## config.mk

```make
export PLATFORM = sky130hd
export DESIGN_NAME = bsa_front_flat
export DESIGN_NICKNAME = d
export VERILOG_FILES = /design/src/design/bsa_pkg.sv /design/src/design/bsa_if.sv /design/src/design/bsa_front.sv /design/src/flat_wrapper.sv
export SDC_FILE = /design/constraint.sdc
export NUM_CORES = 1
export LEC_CHECK = 0
export ABC_AREA = 0
export BUFFER_PORTS_ARGS = -buffer_cell sky130_fd_sc_hd__buf_2
export CORE_MARGIN = 3
export CORE_UTILIZATION = 59
export DETAILED_ROUTE_END_ITERATION = 8
export HOLD_SLACK_MARGIN = 0.03
export PLACE_DENSITY = 0.9
export SLEW_MARGIN = 15
export SYNTH_ARGS = -nofsm -noshare
export SYNTH_HDL_FRONTEND = slang
export SYNTH_SLANG_ARGS = --single-unit
```

## constraint.sdc

```tcl
create_clock -name clk -period 6 [get_ports clk]
set_clock_uncertainty 0.1 [all_clocks]
set_input_delay 1.2 -clock clk [delete_from_list [all_inputs] [get_ports clk]]
set_output_delay 1.2 -clock clk [all_outputs]
set_load 0.05 [all_outputs]
```

## src/design/bsa_pkg.sv

```systemverilog
package bsa_pkg;

	// default sizes
	localparam int MAX_EQN_DEF        = 4096;
	localparam int MAX_BLOCKS_DEF     = 16384;
	localparam int MAX_BLOCK_EDGE_DEF = 4;
	localparam int QUEUE_DEPTH        = 4;

	// request codes
	localparam logic [2:0] REQ_LOAD_ROW = 3'd0;
	localparam logic [2:0] REQ_LOAD_COL = 3'd1;
	localparam logic [2:0] REQ_ADD      = 3'd2;
	localparam logic [2:0] REQ_READ     = 3'd3;
	localparam logic [2:0] REQ_CLEAR    = 3'd4;

	// status codes
	localparam logic [1:0] ST_OK        = 2'd0;
	localparam logic [1:0] ST_RANGE     = 2'd1;
	localparam logic [1:0] ST_NOT_FOUND = 2'd2;

	// configuration register indexes
	localparam logic CFG_BLOCK_SIZE = 1'b0;
	localparam logic CFG_NUM_EQN    = 1'b1;

	// effective configuration
	typedef struct packed {
		logic [3:0]  bs;
		logic [6:0]  bs2;
		logic [12:0] neq;
	} bsa_cfg_t;

	// classified request between front and back
	typedef struct packed {
		logic [2:0]         kind;
		logic [17:0]        addr;
		logic [14:0]        word;
		logic [11:0]        brow;
		logic [11:0]        bcol;
		logic [2:0]         roff;
		logic [2:0]         coff;
		logic               idx_err;
		logic signed [63:0] value;
	} bsa_op_t;

	// ceil(2^16 / b): exact quotient for 12-bit dividends
	function automatic logic [16:0] recip(input logic [3:0] b);
		logic [16:0] m;
		unique case (b)
			4'd2:    m = 17'd32768;
			4'd3:    m = 17'd21846;
			4'd4:    m = 17'd16384;
			4'd5:    m = 17'd13108;
			4'd6:    m = 17'd10923;
			4'd7:    m = 17'd9363;
			4'd8:    m = 17'd8192;
			default: m = 17'd65536;
		endcase
		return m;
	endfunction

endpackage

```

## src/design/bsa_if.sv

```systemverilog
interface bsa_req_if;
	logic               valid;
	logic               ready;
	logic [2:0]         req_type;
	logic [17:0]        addr;
	logic [14:0]        load_word;
	logic [11:0]        row;
	logic [11:0]        col;
	logic signed [63:0] value;

	modport source (output valid, req_type, addr, load_word, row, col, value, input ready);
	modport sink (input valid, req_type, addr, load_word, row, col, value, output ready);
endinterface


```

## src/design/bsa_front.sv

```systemverilog
module bsa_front (
	input  logic              clk,
	input  logic              arst_n,
	input  bsa_pkg::bsa_cfg_t cfg,
	bsa_req_if.sink           req_ch,
	output logic              push_valid,
	input  logic              push_ready,
	output bsa_pkg::bsa_op_t  push_data
);
	import bsa_pkg::*;

	logic              v_s1, v_s2;
	bsa_op_t           op_s1, op_s2;
	logic [11:0]       row_s2, col_s2;
	logic [11:0]       row_s1, col_s1;
	logic [28:0]       rprod, cprod;
	logic              adv1, adv2;
	logic [15:0]       rback, cback;

	assign adv2 = v_s2 && push_ready;
	assign adv1 = !v_s2 || adv2;
	assign req_ch.ready = !v_s1 || adv1;

	// quotient by reciprocal multiply
	assign rprod = 29'(row_s1) * 29'(recip(cfg.bs));
	assign cprod = 29'(col_s1) * 29'(recip(cfg.bs));

	// stage 1: capture and range check
	always_ff @(posedge clk or negedge arst_n) begin
		if (!arst_n) begin
			v_s1 <= 1'b0;
		end else if (req_ch.ready) begin
			v_s1 <= req_ch.valid;
		end
	end

	always_ff @(posedge clk) begin
		if (req_ch.ready && req_ch.valid) begin
			op_s1.kind    <= req_ch.req_type;
			op_s1.addr    <= req_ch.addr;
			op_s1.word    <= req_ch.load_word;
			op_s1.brow    <= '0;
			op_s1.bcol    <= '0;
			op_s1.roff    <= '0;
			op_s1.coff    <= '0;
			op_s1.idx_err <= ({1'b0, req_ch.row} >= cfg.neq) ||
				({1'b0, req_ch.col} >= cfg.neq);
			op_s1.value   <= req_ch.value;
			row_s1        <= req_ch.row;
			col_s1        <= req_ch.col;
		end
	end

	// stage 2: block row and column
	always_ff @(posedge clk or negedge arst_n) begin
		if (!arst_n) begin
			v_s2 <= 1'b0;
		end else if (adv1) begin
			v_s2 <= v_s1;
		end
	end

	always_ff @(posedge clk) begin
		if (adv1 && v_s1) begin
			op_s2      <= op_s1;
			op_s2.brow <= rprod[27:16];
			op_s2.bcol <= cprod[27:16];
			row_s2     <= row_s1;
			col_s2     <= col_s1;
		end
	end

	// offsets inside the block
	assign rback = 16'(op_s2.brow) * 16'(cfg.bs);
	assign cback = 16'(op_s2.bcol) * 16'(cfg.bs);

	always_comb begin
		push_data      = op_s2;
		push_data.roff = 3'(16'(row_s2) - rback);
		push_data.coff = 3'(16'(col_s2) - cback);
	end

	assign push_valid = v_s2;
endmodule

```

## src/flat_wrapper.sv

```systemverilog
// flat-port wrapper written by rule: the top's interface ports become plain ports
module bsa_front_flat import bsa_pkg::*;
  (clk, arst_n, cfg, push_valid, push_ready, push_data, req_ch_valid, req_ch_req_type, req_ch_addr, req_ch_load_word, req_ch_row, req_ch_col, req_ch_value, req_ch_ready);
  bsa_req_if req_ch_i ();
  input  logic clk;
  input  logic arst_n;
  input  bsa_pkg::bsa_cfg_t cfg;
  output logic push_valid;
  input  logic push_ready;
  output bsa_pkg::bsa_op_t push_data;
  input wire logic [$bits(req_ch_i.valid)-1:0] req_ch_valid;
  input wire logic [$bits(req_ch_i.req_type)-1:0] req_ch_req_type;
  input wire logic [$bits(req_ch_i.addr)-1:0] req_ch_addr;
  input wire logic [$bits(req_ch_i.load_word)-1:0] req_ch_load_word;
  input wire logic [$bits(req_ch_i.row)-1:0] req_ch_row;
  input wire logic [$bits(req_ch_i.col)-1:0] req_ch_col;
  input wire logic [$bits(req_ch_i.value)-1:0] req_ch_value;
  output wire logic [$bits(req_ch_i.ready)-1:0] req_ch_ready;
  assign req_ch_i.valid = req_ch_valid;
  assign req_ch_i.req_type = req_ch_req_type;
  assign req_ch_i.addr = req_ch_addr;
  assign req_ch_i.load_word = req_ch_load_word;
  assign req_ch_i.row = req_ch_row;
  assign req_ch_i.col = req_ch_col;
  assign req_ch_i.value = req_ch_value;
  assign req_ch_ready = req_ch_i.ready;
  bsa_front u_core (.clk(clk), .arst_n(arst_n), .cfg(cfg), .req_ch(req_ch_i), .push_valid(push_valid), .push_ready(push_ready), .push_data(push_data));
endmodule
```

==> impl_metrics.toml <==
[routing]
drc = 0
initialDrtViolationCount = 2217
firstDrtPassIters = 6
vias_per_cell = 5.91
wl_per_cell_um = 26.3
antenna_left = 0
routed_wl_mm = 72.0
vias = 16200

[place]
dpl_cell_area_mm2 = 0.0239
dp_hpwl_mm = 47.2
dp_cells = 2622
gp_congestion = 0.958
port_buffers = 277

[critical_path]
r2r-end = "u_core.push_data[79]"
critPathCaptureType = "register"
path_buf_inv = 5
crit_path_frequent_cell = "xnor2_1"
r2r_slack_ns = 0.19
worstSetupStartpointType = "input port"
path_delay_family = "adder cells"
required_ns = 6.20
critical_path_class = "in -> reg"
crit_slowest_cell = "fa_1"
crit_arrival_ns = 6.95
cp_max_fo = 11
r2r_start = "u_core.col_s1[4]"
reg2reg_depth = 21
crit_chain = "buf_12 -> nor2b_4 -> buf_12 -> nor3b_4 -> buf_6 -> buf_4 -> nand2_1 -> fa_1 -> inv_1 -> fa_1 -> fa_1 -> ha_1 -> ha_1 -> xnor2_1 -> xnor2_1 -> xnor2_1 -> xnor2_1 -> or3b_2 -> mux2i_1 -> nor2_1"
critPathMaxStageDelay_ns = 0.76

[yosys]
yosysUniqueCellTypes = 53
ys_seq_area_frac = 0.380
syn_area_mm2 = 0.0203
syn_inst = 1727
ys_ff_latch = 258
ys.flop_type = "edfxtp_1"
async_reset_ff_frac = 0.00775
syn_nets = 2325
synth-edff-count = 256
syn_area_per_cell_um2 = 11.8
ys_warn_count = 0

[grt]
grt_pass1_wl_mm = 102
grt_pass1_vias = 17200
antenna_found_initial = 20
overflow = 0
grtUsageTotal = 0.375
grt_max_degree = 73

[power_and_ir_drop]
p_leak_uw = 0.0126
p_clk_frac = 0.242
swShare = 0.390
power.net_switching_uw = 2590
p_per_area_mw_per_mm2 = 259
ir_worst_vdd_mv = 0.374
power_frac_seq = 0.349
power_frac_comb = 0.409
p_int_uw = 4060

[final_layout]
final_area_mm2 = 0.0257
fin_cells = 2737
area_growth_pct = 26.3
mostFrequentLayoutCells = "416 x inv_1, 281 x fa_1, 273 x buf_2"
seqCellArea_mm2 = 0.00774
layout_commonest_cell = "inv_1"
drive_above_1_share = 0.311
n_fill_cell = 1853
num-nets-final = 2837
multi_input_area_mm2 = 0.0114

[timing]
setup_slack_ns = -0.749
fin_crit_ns = 6.75
worst_slew_pin_slew_ns = 1.03
max_freq_mhz = 148
drv_slew = 0
rsz0062_at_grt = "yes"
finalSetupViolations = 22
setup_tns_ns = -4.37
period_share = 1.12
finalHoldViolCount = 0
relSlewSlack = 0.313

[cts]
cts_tree = "built"
cts_made_buffers = 25
clock_sinks = 258
worst_skew_pair.late_latency_ns = 0.56
path_clk_slew_ns = 0.07
htreeDepth = 1
cts-root-buf = "clkbuf_16"
clockBufferDepth = 3

[floorplan]
rows = 67
die_y_um = 192
die_area_mm2 = 0.0367
io_pins = 285
die_w_um = 192
start_util = 0.602
core_area_mm2 = 0.0338

[run]
drv_cap = 0

[run_status]
status = "complete, but fails checks"
violations = "negative setup slack"

[worst_hold_path]
hold_path.class = "in -> async"
[worst register-to-register path: stages (launching register included)]
cell and delay (ns):
edfxtp_1 0.64, nand2_1 0.17, inv_1 0.18, nand2b_4 0.09, buf_4 0.14, fa_1 0.48, fa_1 0.52, inv_1 0.05
fa_1 0.49, fa_1 0.53, inv_1 0.06, fa_1 0.47, inv_1 0.04, ha_1 0.32, o211ai_1 0.12, nor2_1 0.07
a22o_4 0.24, o41ai_4 0.34, buf_6 0.19, buf_6 0.11, a21oi_2 0.05, xor2_1 0.15
[power groups by stage]
stage / Sequential [uW] / Clock (uW) / Combinational (uW)
finish: 2320 / 1610 / 2720
global route: 2330 / 1650 / 2930
CTS: 2310 / 1570 / 2510
detailed placement: 2340 / 0 / 2400
global placement: 2320 / 0 / 2290
floorplan: 2660 / 0 / 1260
[state kept, by name, indices dropped and copies added, names as in the netlist]
| name | count |
|---|---|
| u_core.push_data | 125 |
| u_core.op_s1 | 101 |
| u_core.col_s1 | 12 |
| u_core.row_s1 | 12 |
| u_core.col_s2 | 3 |
| u_core.row_s2 | 3 |
| u_core.push_valid | 1 |
| u_core.v_s1 | 1 |
[area by class of cell]
cell class | instances | area share
Clock inverter | 16 | 0.00516
Inverter | 424 | 0.0619
Sequential cell | 258 | 0.301
Antenna cell | 31 | 0.00302
Multi-Input combinational cell | 992 | 0.444
Clock buffer | 30 | 0.0251
Timing Repair Buffer | 538 | 0.138
Tap cell | 448 | 0.0218
[routing by layer]
metal / wire length [um] / global-route usage / vias up
li1: - / - / 6437
met1: 22300 / 0.451 / 7749
met2: 33100 / 0.597 / 1515
met3: 9610 / 0.106 / 483
met4: 6940 / 0.240 / 4
met5: 63 / 0 / -
[worst max-delay path by stage]
stage	startpoint	endpoint	cells past startpoint
floorplan	cfg[21]	u_core.push_data[81]	23
finish	cfg[21]	u_core.push_data[94]	20
CTS	cfg[21]	u_core.push_data[79]	25
global placement	cfg[21]	u_core.push_data[81]	23
global route	cfg[21]	u_core.push_data[94]	20
detailed placement	cfg[21]	u_core.push_data[81]	23
[synthesized netlist by cell type (2+ instances only)]
| cell | n | share of area |
|---|---|---|
| nand3b_1 | 4 | 0.0015 |
| a31oi_1 | 5 | 0.0015 |
| o21a_1 | 4 | 0.0015 |
| nor4_1 | 2 | 0.00061 |
| edfxtp_1 | 256 | 0.38 |
| xor2_1 | 11 | 0.0047 |
| ha_1 | 150 | 0.092 |
| or2_2 | 8 | 0.0025 |
| o21ai_0 | 29 | 0.0071 |
| xnor2_1 | 37 | 0.016 |
| fa_1 | 296 | 0.29 |
| a21o_1 | 11 | 0.0041 |
| nor3_1 | 5 | 0.0012 |
| clkbuf_1 | 51 | 0.0094 |
| nor2b_1 | 15 | 0.0046 |
| and3_1 | 7 | 0.0022 |
| a21oi_1 | 28 | 0.0069 |
| inv_1 | 424 | 0.078 |
| a211oi_1 | 3 | 0.0011 |
| nand2b_1 | 16 | 0.0049 |
| nand3_1 | 6 | 0.0015 |
| o31ai_1 | 2 | 0.00074 |
| nand4_1 | 12 | 0.0037 |
| nand2_1 | 198 | 0.037 |
| nor2_1 | 35 | 0.0065 |
| dfrtp_1 | 2 | 0.0025 |
| o31a_1 | 2 | 0.00086 |
| and2_1 | 78 | 0.024 |
| o211ai_1 | 6 | 0.0022 |
[logic make-up after synthesis]
| group | synth area share |
|---|---|
| compound gates | 0.0342 |
| simple gates | 0.0927 |
| xor+xnor | 0.0207 |
| fa+ha+maj | 0.384 |
| buf+inv | 0.0881 |
| mux | 0.000492 |
| flops | 0.380 |
[timing repair]
item	in CTS	in global routing
pin swaps	34	46
hold buffers	0	0
resized for setup	73	77
setup buffers	23	17
endpoints found under the setup margin	22	24
[stage by stage]
step	total power [uW]	utilization	hold WS, ns	worst slack, ns
5_1_grt	6900	0.760	0.323	-0.710
6_report	6650	0.761	0.319	-0.749
2_1_floorplan	3920	-	0.300	-0.602
3_3_place_gp	4620	0.707	0.300	-0.899
3_5_place_dp	4730	0.707	0.305	-1.11
4_1_cts	6390	0.744	0.321	-0.259
Note: power is estimated with default switching activity, not from simulation.
