[src/design/bsa_pkg.sv]
package bsa_pkg;

	// default sizes
	localparam int MAX_EQN_DEF        = 4096;
	localparam int MAX_BLOCKS_DEF     = 16384;
	localparam int MAX_BLOCK_EDGE_DEF = 4;
	localparam int QUEUE_DEPTH        = 4;

	// request codes
	localparam logic [2:0] REQ_LOAD_ROW = 3'd0;
	localparam logic [2:0] REQ_LOAD_COL = 3'd1;
	localparam logic [2:0] REQ_ADD      = 3'd2;
	localparam logic [2:0] REQ_READ     = 3'd3;
	localparam logic [2:0] REQ_CLEAR    = 3'd4;

	// status codes
	localparam logic [1:0] ST_OK        = 2'd0;
	localparam logic [1:0] ST_RANGE     = 2'd1;
	localparam logic [1:0] ST_NOT_FOUND = 2'd2;

	// configuration register indexes
	localparam logic CFG_BLOCK_SIZE = 1'b0;
	localparam logic CFG_NUM_EQN    = 1'b1;

	// effective configuration
	typedef struct packed {
		logic [3:0]  bs;
		logic [6:0]  bs2;
		logic [12:0] neq;
	} bsa_cfg_t;

	// classified request between front and back
	typedef struct packed {
		logic [2:0]         kind;
		logic [17:0]        addr;
		logic [14:0]        word;
		logic [11:0]        brow;
		logic [11:0]        bcol;
		logic [2:0]         roff;
		logic [2:0]         coff;
		logic               idx_err;
		logic signed [63:0] value;
	} bsa_op_t;

	// ceil(2^16 / b): exact quotient for 12-bit dividends
	function automatic logic [16:0] recip(input logic [3:0] b);
		logic [16:0] m;
		unique case (b)
			4'd2:    m = 17'd32768;
			4'd3:    m = 17'd21846;
			4'd4:    m = 17'd16384;
			4'd5:    m = 17'd13108;
			4'd6:    m = 17'd10923;
			4'd7:    m = 17'd9363;
			4'd8:    m = 17'd8192;
			default: m = 17'd65536;
		endcase
		return m;
	endfunction

endpackage

[src/design/bsa_queue.sv]
module bsa_queue (
	input  logic             clk,
	input  logic             arst_n,
	input  logic             push_valid,
	output logic             push_ready,
	input  bsa_pkg::bsa_op_t push_data,
	output logic             pop_valid,
	input  logic             pop_ready,
	output bsa_pkg::bsa_op_t pop_data
);
	import bsa_pkg::*;

	localparam int QAW = $clog2(QUEUE_DEPTH);

	bsa_op_t        mem_q [QUEUE_DEPTH];
	logic [QAW-1:0] wp_q, rp_q;
	logic [QAW:0]   cnt_q;
	logic           do_push, do_pop;

	assign push_ready = cnt_q != (QAW+1)'(QUEUE_DEPTH);
	assign pop_valid  = cnt_q != '0;
	assign do_push    = push_valid && push_ready;
	assign do_pop     = pop_valid && pop_ready;
	assign pop_data   = mem_q[rp_q];

	// pointers and fill level
	always_ff @(posedge clk or negedge arst_n) begin
		if (!arst_n) begin
			wp_q  <= '0;
			rp_q  <= '0;
			cnt_q <= '0;
		end else begin
			if (do_push) begin
				wp_q <= (wp_q == QAW'(QUEUE_DEPTH - 1)) ? '0 : wp_q + 1'b1;
			end
			if (do_pop) begin
				rp_q <= (rp_q == QAW'(QUEUE_DEPTH - 1)) ? '0 : rp_q + 1'b1;
			end
			cnt_q <= cnt_q + (QAW+1)'(do_push) - (QAW+1)'(do_pop);
		end
	end

	always_ff @(posedge clk) begin
		if (do_push) begin
			mem_q[wp_q] <= push_data;
		end
	end
endmodule

[config.mk]
export PLATFORM = sky130hd
export DESIGN_NAME = bsa_queue
export DESIGN_NICKNAME = d
export VERILOG_FILES = /design/src/design/bsa_pkg.sv /design/src/design/bsa_queue.sv
export SDC_FILE = /design/constraint.sdc
export NUM_CORES = 1
export LEC_CHECK = 0
export BUFFER_PORTS_ARGS = -buffer_cell sky130_fd_sc_hd__buf_2
export CAP_MARGIN = 10
export CORE_MARGIN = 3
export CORE_UTILIZATION = 57
export DETAILED_ROUTE_END_ITERATION = 8
export GPL_ROUTABILITY_DRIVEN = 0
export PLACE_DENSITY = 0.91
export SLEW_MARGIN = 10
export SYNTH_ARGS = -nofsm -noshare
export SYNTH_HDL_FRONTEND = slang
export SYNTH_SLANG_ARGS = --single-unit
[constraint.sdc]
create_clock -name clk -period 3.09 [get_ports clk]
set_input_delay 0.309 -clock clk [delete_from_list [all_inputs] [get_ports clk]]
set_output_delay 0.309 -clock clk [all_outputs]
set_load 0.05 [all_outputs]
==> results.json, run 1 <==
{
  "cts_setup_buffers": 0,
  "ff2ff_path_depth": 10,
  "tightest_slew_ns": 0.736,
  "critPathTopFamily": "flip-flops",
  "internal_power_w": 0.0161,
  "core.rowCount": 66,
  "cts_tree": "yes",
  "wl_met1_mm": 15.6,
  "swShare_pct": 38.8,
  "design_area_um2": 24300,
  "finalSetupViolations": 0,
  "io_pins": 268,
  "coreArea_um2": 32900,
  "ys_top_cells_by_count": "524 x edfxtp_1, 131 x mux4_2, 16 x buf_2",
  "cp.required_ns": 2.78,
  "pwr-share-clk_pct": 22.7,
  "leakagePower_nw": 8.42,
  "die-area_um2": 36200,
  "die_h_um": 190,
  "place_area_um2": 21400,
  "synth-seq-area-share_pct": 82.3,
  "cts_buffers": 51,
  "synth_edf_count": 524,
  "cts_buffer_depth": 3,
  "synth_warnings": 0,
  "crit_type": "reg2out",
  "worst_path_max_delay_cell": "dfrtp_4",
  "grt_start_max_net_pins": 77,
  "antenna_left": 0,
  "dr.max_layer_used": "met5",
  "slew_viol_final": 0,
  "worstPathBufferInverterCount": 2,
  "viasPerCell": 5.70,
  "fin_crit_ns": 2.86,
  "die_w_um": 190,
  "ys_ff_latch": 531,
  "setup_tns_ns": 0,
  "p_switching_w": 0.0102,
  "synth_top_area_share_pct": 81.4,
  "crit_path_max_incr_delay_ns": 0.76,
  "finalCritPeriodShare_pct": 92.7,
  "clk_pin_slew_worst_paths_ns": 0.06,
  "fillers": 1699,
  "area_delta_synth_final_pct": 26.0,
  "critPathCapture": "pop_data[8]",
  "layout.nets": 1311,
  "ir_worst_vdd_v": 0.00154,
  "cts-root-buf": "clkbuf_16",
  "num_vias": 9442,
  "grt_pass1_wl_mm": 63.8,
  "endpoint_kind": "primary output",
  "drtIter0Drc": 678,
  "max-slew-margin-rel_pct": 50.9,
  "wl_met2_mm": 21.5,
  "syn_inst": 723,
  "drive_gt1_share_pct": 42.0,
  "dp.cells": 1426,
  "synthTopCellsByArea": "edfxtp_1 81%, mux4_2 15%, dfrtp_1 0.91%",
  "overflow": 0,
  "start_kind": "register",
  "skew_ns": 0.0209,
  "max_cap_violations": 0,
  "cts_sinks": 531,
  "first_pass_iters": 5,
  "stdcell_count": 1656,
  "synth.distinct_cells": 18,
  "synth_ff_type": "edfxtp_1",
  "status": "completed",
  "syn_area_um2": 19300,
  "timing.fmax_ghz": 0.349,
  "synth_most_common_cell": "edfxtp_1",
  "hold_viol_final": 0,
  "p_per_area_nw_per_um2": 1080,
  "r2r-start": "cnt_q[1]",
  "worstPathArrival_ns": 2.56,
  "grt_pass1_vias": 10343,
  "worstSetupPathDepth": 3,
  "hold_ws_ns": 0.0249,
  "initial_core_util_pct": 58.7,
  "hp-class": "in2reg",
  "rsz0062_at_grt": "no",
  "synth_fp_nets": 866,
  "hpwl_mm": 23.6,
  "pwr-share-seq_pct": 38.0,
  "p_total_w": 0.0263,
  "cts_hold_buf": 131,
  "cp_max_fo": 22,
  "route.detailed.drc": 0,
  "cp_cell_sequence": "buf_4, mux4_2, buf_2",
  "dr_wl_met3_mm": 3.35,
  "r2r_slack_ns": 0.64,
  "worstSkewPairLatency_ns": 0.57,
  "track_usage_pct": 23.8,
  "antenna_found_initial": 4,
  "ctsResizeCount": 0,
  "synthArstFlopShare_pct": 1.32,
  "wl_per_cell_um": 25.2,
  "io_buffers": 267,
  "postSynthAreaPerCell_um2": 26.7,
  "wl_mm": 41.8,
  "rr_endpoint": "cnt_q[2]",
  "comb_power_share_pct": 39.4,
  "crit_path_start": "rp_q[0]",
  "htreeDepth": 2,
  "synth_top_area_cell": "edfxtp_1"
}
[cell type report]
cell class                 count  area, um2  area share, %
clock inverter                28        234          0.961
antenna                        3       7.51         0.0308
inverter                       7       26.3          0.108
multi-input combinational    155       3210           13.2
sequential                   531      15900           65.4
timing repair buffer         422       3000           12.3
clock buffer                  68       1390           5.72
tap                          442        553           2.27
[registers in the layout, summed over array words and instances (netlist names)]
| register | cells |
|---|---|
| mem_q | 524 |
| rp_q | 2 |
| cnt_q | 3 |
| wp_q | 2 |
[power groups by stage]
stage | combinational (W) | sequential (W) | clock [W]
floorplan | 0.00788 | 0.00992 | 0
global route | 0.0108 | 0.0101 | 0.00635
detailed placement | 0.0102 | 0.0101 | 0
finish | 0.0104 | 0.0100 | 0.00598
CTS | 0.0104 | 0.0100 | 0.00605
global placement | 0.0101 | 0.00996 | 0
[worst min path at each step]
stage | startpoint | to | slack (ns) | cells after the start
2_1_floorplan | arst_n | cnt_q[0] | 0.01 | 0
3_3_place_gp | arst_n | cnt_q[1] | 0.15 | 1
6_report | push_data[91] | mem_q[0][91] | 0.02 | 1
5_1_grt | push_data[91] | mem_q[3][91] | 0.01 | 1
4_1_cts | push_data[91] | mem_q[0][91] | 0.0002 | 1
3_5_place_dp | arst_n | cnt_q[2] | 0.16 | 1
[layout by cell type, fill, tap and decap left out, drive strengths merged]
master,synthesis,final
mux2,4,4
and2,1,1
edfxtp,524,524
dlygate4sd3,0,131
inv,7,8
nand2,1,1
clkinv,0,21
and3,4,4
nor2,2,2
mux4,131,131
buf,24,291
clkinvlp,0,3
or3,1,1
dfrtp,7,7
ha,7,7
diode,0,3
bufinv,0,3
or3b,1,1
xnor2,2,2
clkbuf,6,68
fa,1,1
[kinds of logic after synthesis]
logic type / Yosys count / synth area share, %
muxes: 135 / 15.5
buffers and inverters: 37 / 1.13
DFF: 531 / 82.3
xor gates and xnor gates: 2 / 0.0907
adders and majority gates: 8 / 0.557
and+or+nand+nor: 10 / 0.356
[routing by layer]
layer	vias up	global-route usage, %
met5	-	0
met4	4	8.30
met3	94	5.45
met2	455	40.0
met1	4856	31.4
li1	4033	-
[stage by stage]
step	util (%)	worst slack, ns
after floorplan	-	0.238
after global placement	65.0	0.747
after detailed placement	65.0	0.658
after CTS	73.9	0.169
after global routing	73.9	0.0858
final	73.9	0.225
Power figures use the tool's default switching activity.
==> run 2, diff against run 1 <==
==> constraint.sdc (replaced) <==
create_clock -name clk -period 2.75 [get_ports clk]
set_input_delay 0.275 -clock clk [delete_from_list [all_inputs] [get_ports clk]]
set_output_delay 0.275 -clock clk [all_outputs]
set_load 0.05 [all_outputs]
==> run 2 against run 1 <==
Global-route usage up 1.1 points. Wire length up 5.1%. Total power up 13%. Critical endpoint is now pop_data[67]. Sequential share of layout area up 0.087 points. Clock-buffer cell count down 2.
==> results.json, run 2 (synthesis gave the netlist of run 1 again) <==
{
  "status": "completed",
  "p_per_area_nw_per_um2": 1220,
  "cts-root-buf": "clkbuf_16",
  "hold_viol_final": 0,
  "worst_path_max_delay_cell": "mux4_2",
  "tightest_slew_ns": 0.581,
  "ir_worst_vdd_v": 0.00116,
  "crit_path_max_incr_delay_ns": 0.61,
  "slew_viol_final": 0,
  "grt_start_max_net_pins": 85,
  "rsz0062_at_grt": "no",
  "grt_pass1_vias": 10351,
  "pre_cts_slack_ns": 0.267,
  "crit_type": "reg2out",
  "critPathTopFamily": "multiplexers",
  "crit_path_start": "rp_q[0]",
  "antenna_found_initial": 3,
  "timing.fmax_ghz": 0.389,
  "track_usage_pct": 25.0,
  "cts_tree": "yes",
  "ff2ff_path_depth": 10,
  "coreArea_um2": 32900,
  "worstPathBufferInverterCount": 2,
  "largest_reg_flops": 524,
  "layout.nets": 1304,
  "use_met3_pct": 5.51,
  "final_cell_mix": "524 x edfxtp_1, 267 x buf_2, 132 x dlygate4sd3_1, 131 x mux4_2, 53 x clkbuf_16",
  "fillers": 1722,
  "biggestRegsByFlops": "mem_q (524), cnt_q (3)",
  "max_cap_violations": 0,
  "r2r-start": "cnt_q[1]",
  "endpoint_kind": "primary output",
  "antenna_left": 0,
  "hp-class": "in2async",
  "mostFrequentLayoutCell": "edfxtp_1",
  "first_pass_iters": 5,
  "worstSkewPairLatency_ns": 0.57,
  "grt_pass1_wl_mm": 65.7,
  "skew_ns": 0.0125,
  "io_buffers": 267,
  "core.rowCount": 66,
  "rr_endpoint": "cnt_q[2]",
  "max-slew-margin-rel_pct": 61.3,
  "met2_usage_pct": 43.0,
  "cts_sinks": 531,
  "cp.required_ns": 2.48,
  "viasPerCell": 5.83,
  "leakagePower_nw": 8.40,
  "num_vias": 9606,
  "io_pins": 268,
  "met1_usage_pct": 31.5,
  "finalSetupViolations": 0,
  "cts_setup_buffers": 0,
  "worstSetupPathDepth": 3,
  "start_kind": "register",
  "initial_core_util_pct": 58.7,
  "cp_max_fo": 48,
  "htreeDepth": 2,
  "die_w_um": 190,
  "wl_per_cell_um": 26.7,
  "route.detailed.drc": 0,
  "drtIter0Drc": 723,
  "wl_mm": 43.9,
  "clk_pin_slew_worst_paths_ns": 0.06,
  "drive_gt1_share_pct": 41.8,
  "overflow": 0,
  "hold_ws_ns": 0.100,
  "busiest_layer": "met2",
  "die-area_um2": 36200,
  "p_total_w": 0.0297,
  "finalCritPeriodShare_pct": 93.5,
  "critPathCapture": "pop_data[67]",
  "die_h_um": 190,
  "hpwl_mm": 23.1,
  "fin_crit_ns": 2.57,
  "cts_buffers": 51,
  "cp_cell_sequence": "buf_12, mux4_2, buf_2",
  "top_register": "mem_q",
  "area_delta_synth_final_pct": 25.8,
  "r2r_slack_ns": 0.18,
  "fin_util_pct": 73.8,
  "fin_ws_ns": 0.178,
  "cts_buffer_depth": 3,
  "worstPathArrival_ns": 2.30
}
[run 2: worst min path at each step]
stage and end:
3_3_place_gp cnt_q[0], 2_1_floorplan cnt_q[0], 5_1_grt cnt_q[0], 4_1_cts cnt_q[2]
3_5_place_dp cnt_q[1], 6_report cnt_q[0]
[run 2: area by class of cell]
class	count	area [um2]	share of cell area, %
Sequential cell	531	15900	65.5
Multi-Input combinational cell	155	3210	13.2
Timing Repair Buffer	415	2950	12.1
Clock buffer	66	1410	5.78
Tap cell	442	553	2.27
Clock inverter	28	238	0.978
Inverter	7	26.3	0.108
Antenna cell	3	7.51	0.0309
[run 2: power by group]
part           switching [W]  internal (W)
combinational        0.00819       0.00351
clock                0.00287       0.00397
sequential          0.000497        0.0107
total                 0.0116        0.0182
[run 2: routing by layer]
layer  routed length (um)  part of all wire (%)
met1                15700                    36
met2                23300                    53
met3                 3260                   7.4
met4                 1610                   3.7
met5                   13                 0.030
[run 2: through the flow]
step / setup TNS (ns) / instance area (um2) / instances
after floorplan: -53.65 / 19300 / 723
after global placement: 0 / 21300 / 1418
after detailed placement: 0 / 21300 / 1418
after CTS: 0 / 24300 / 1644
after global routing: 0 / 24300 / 1646
final: 0 / 24300 / 1647
[run 2: worst register-to-register path: stages, from the launching register on]
cell,delay [ns]
dfrtp_1,0.43
or3_2,0.49
nand2_1,0.16
inv_1,0.06
ha_1,0.28
inv_1,0.07
ha_1,0.16
inv_1,0.07
fa_1,0.40
xnor2_1,0.21
xnor2_1,0.16
[run 2: repair_timing]
item	4_1_cts	5_1_grt
hold buffers	132	0
resized for setup	0	0
endpoints found under the hold margin	531	0
endpoints found under the setup margin	0	0
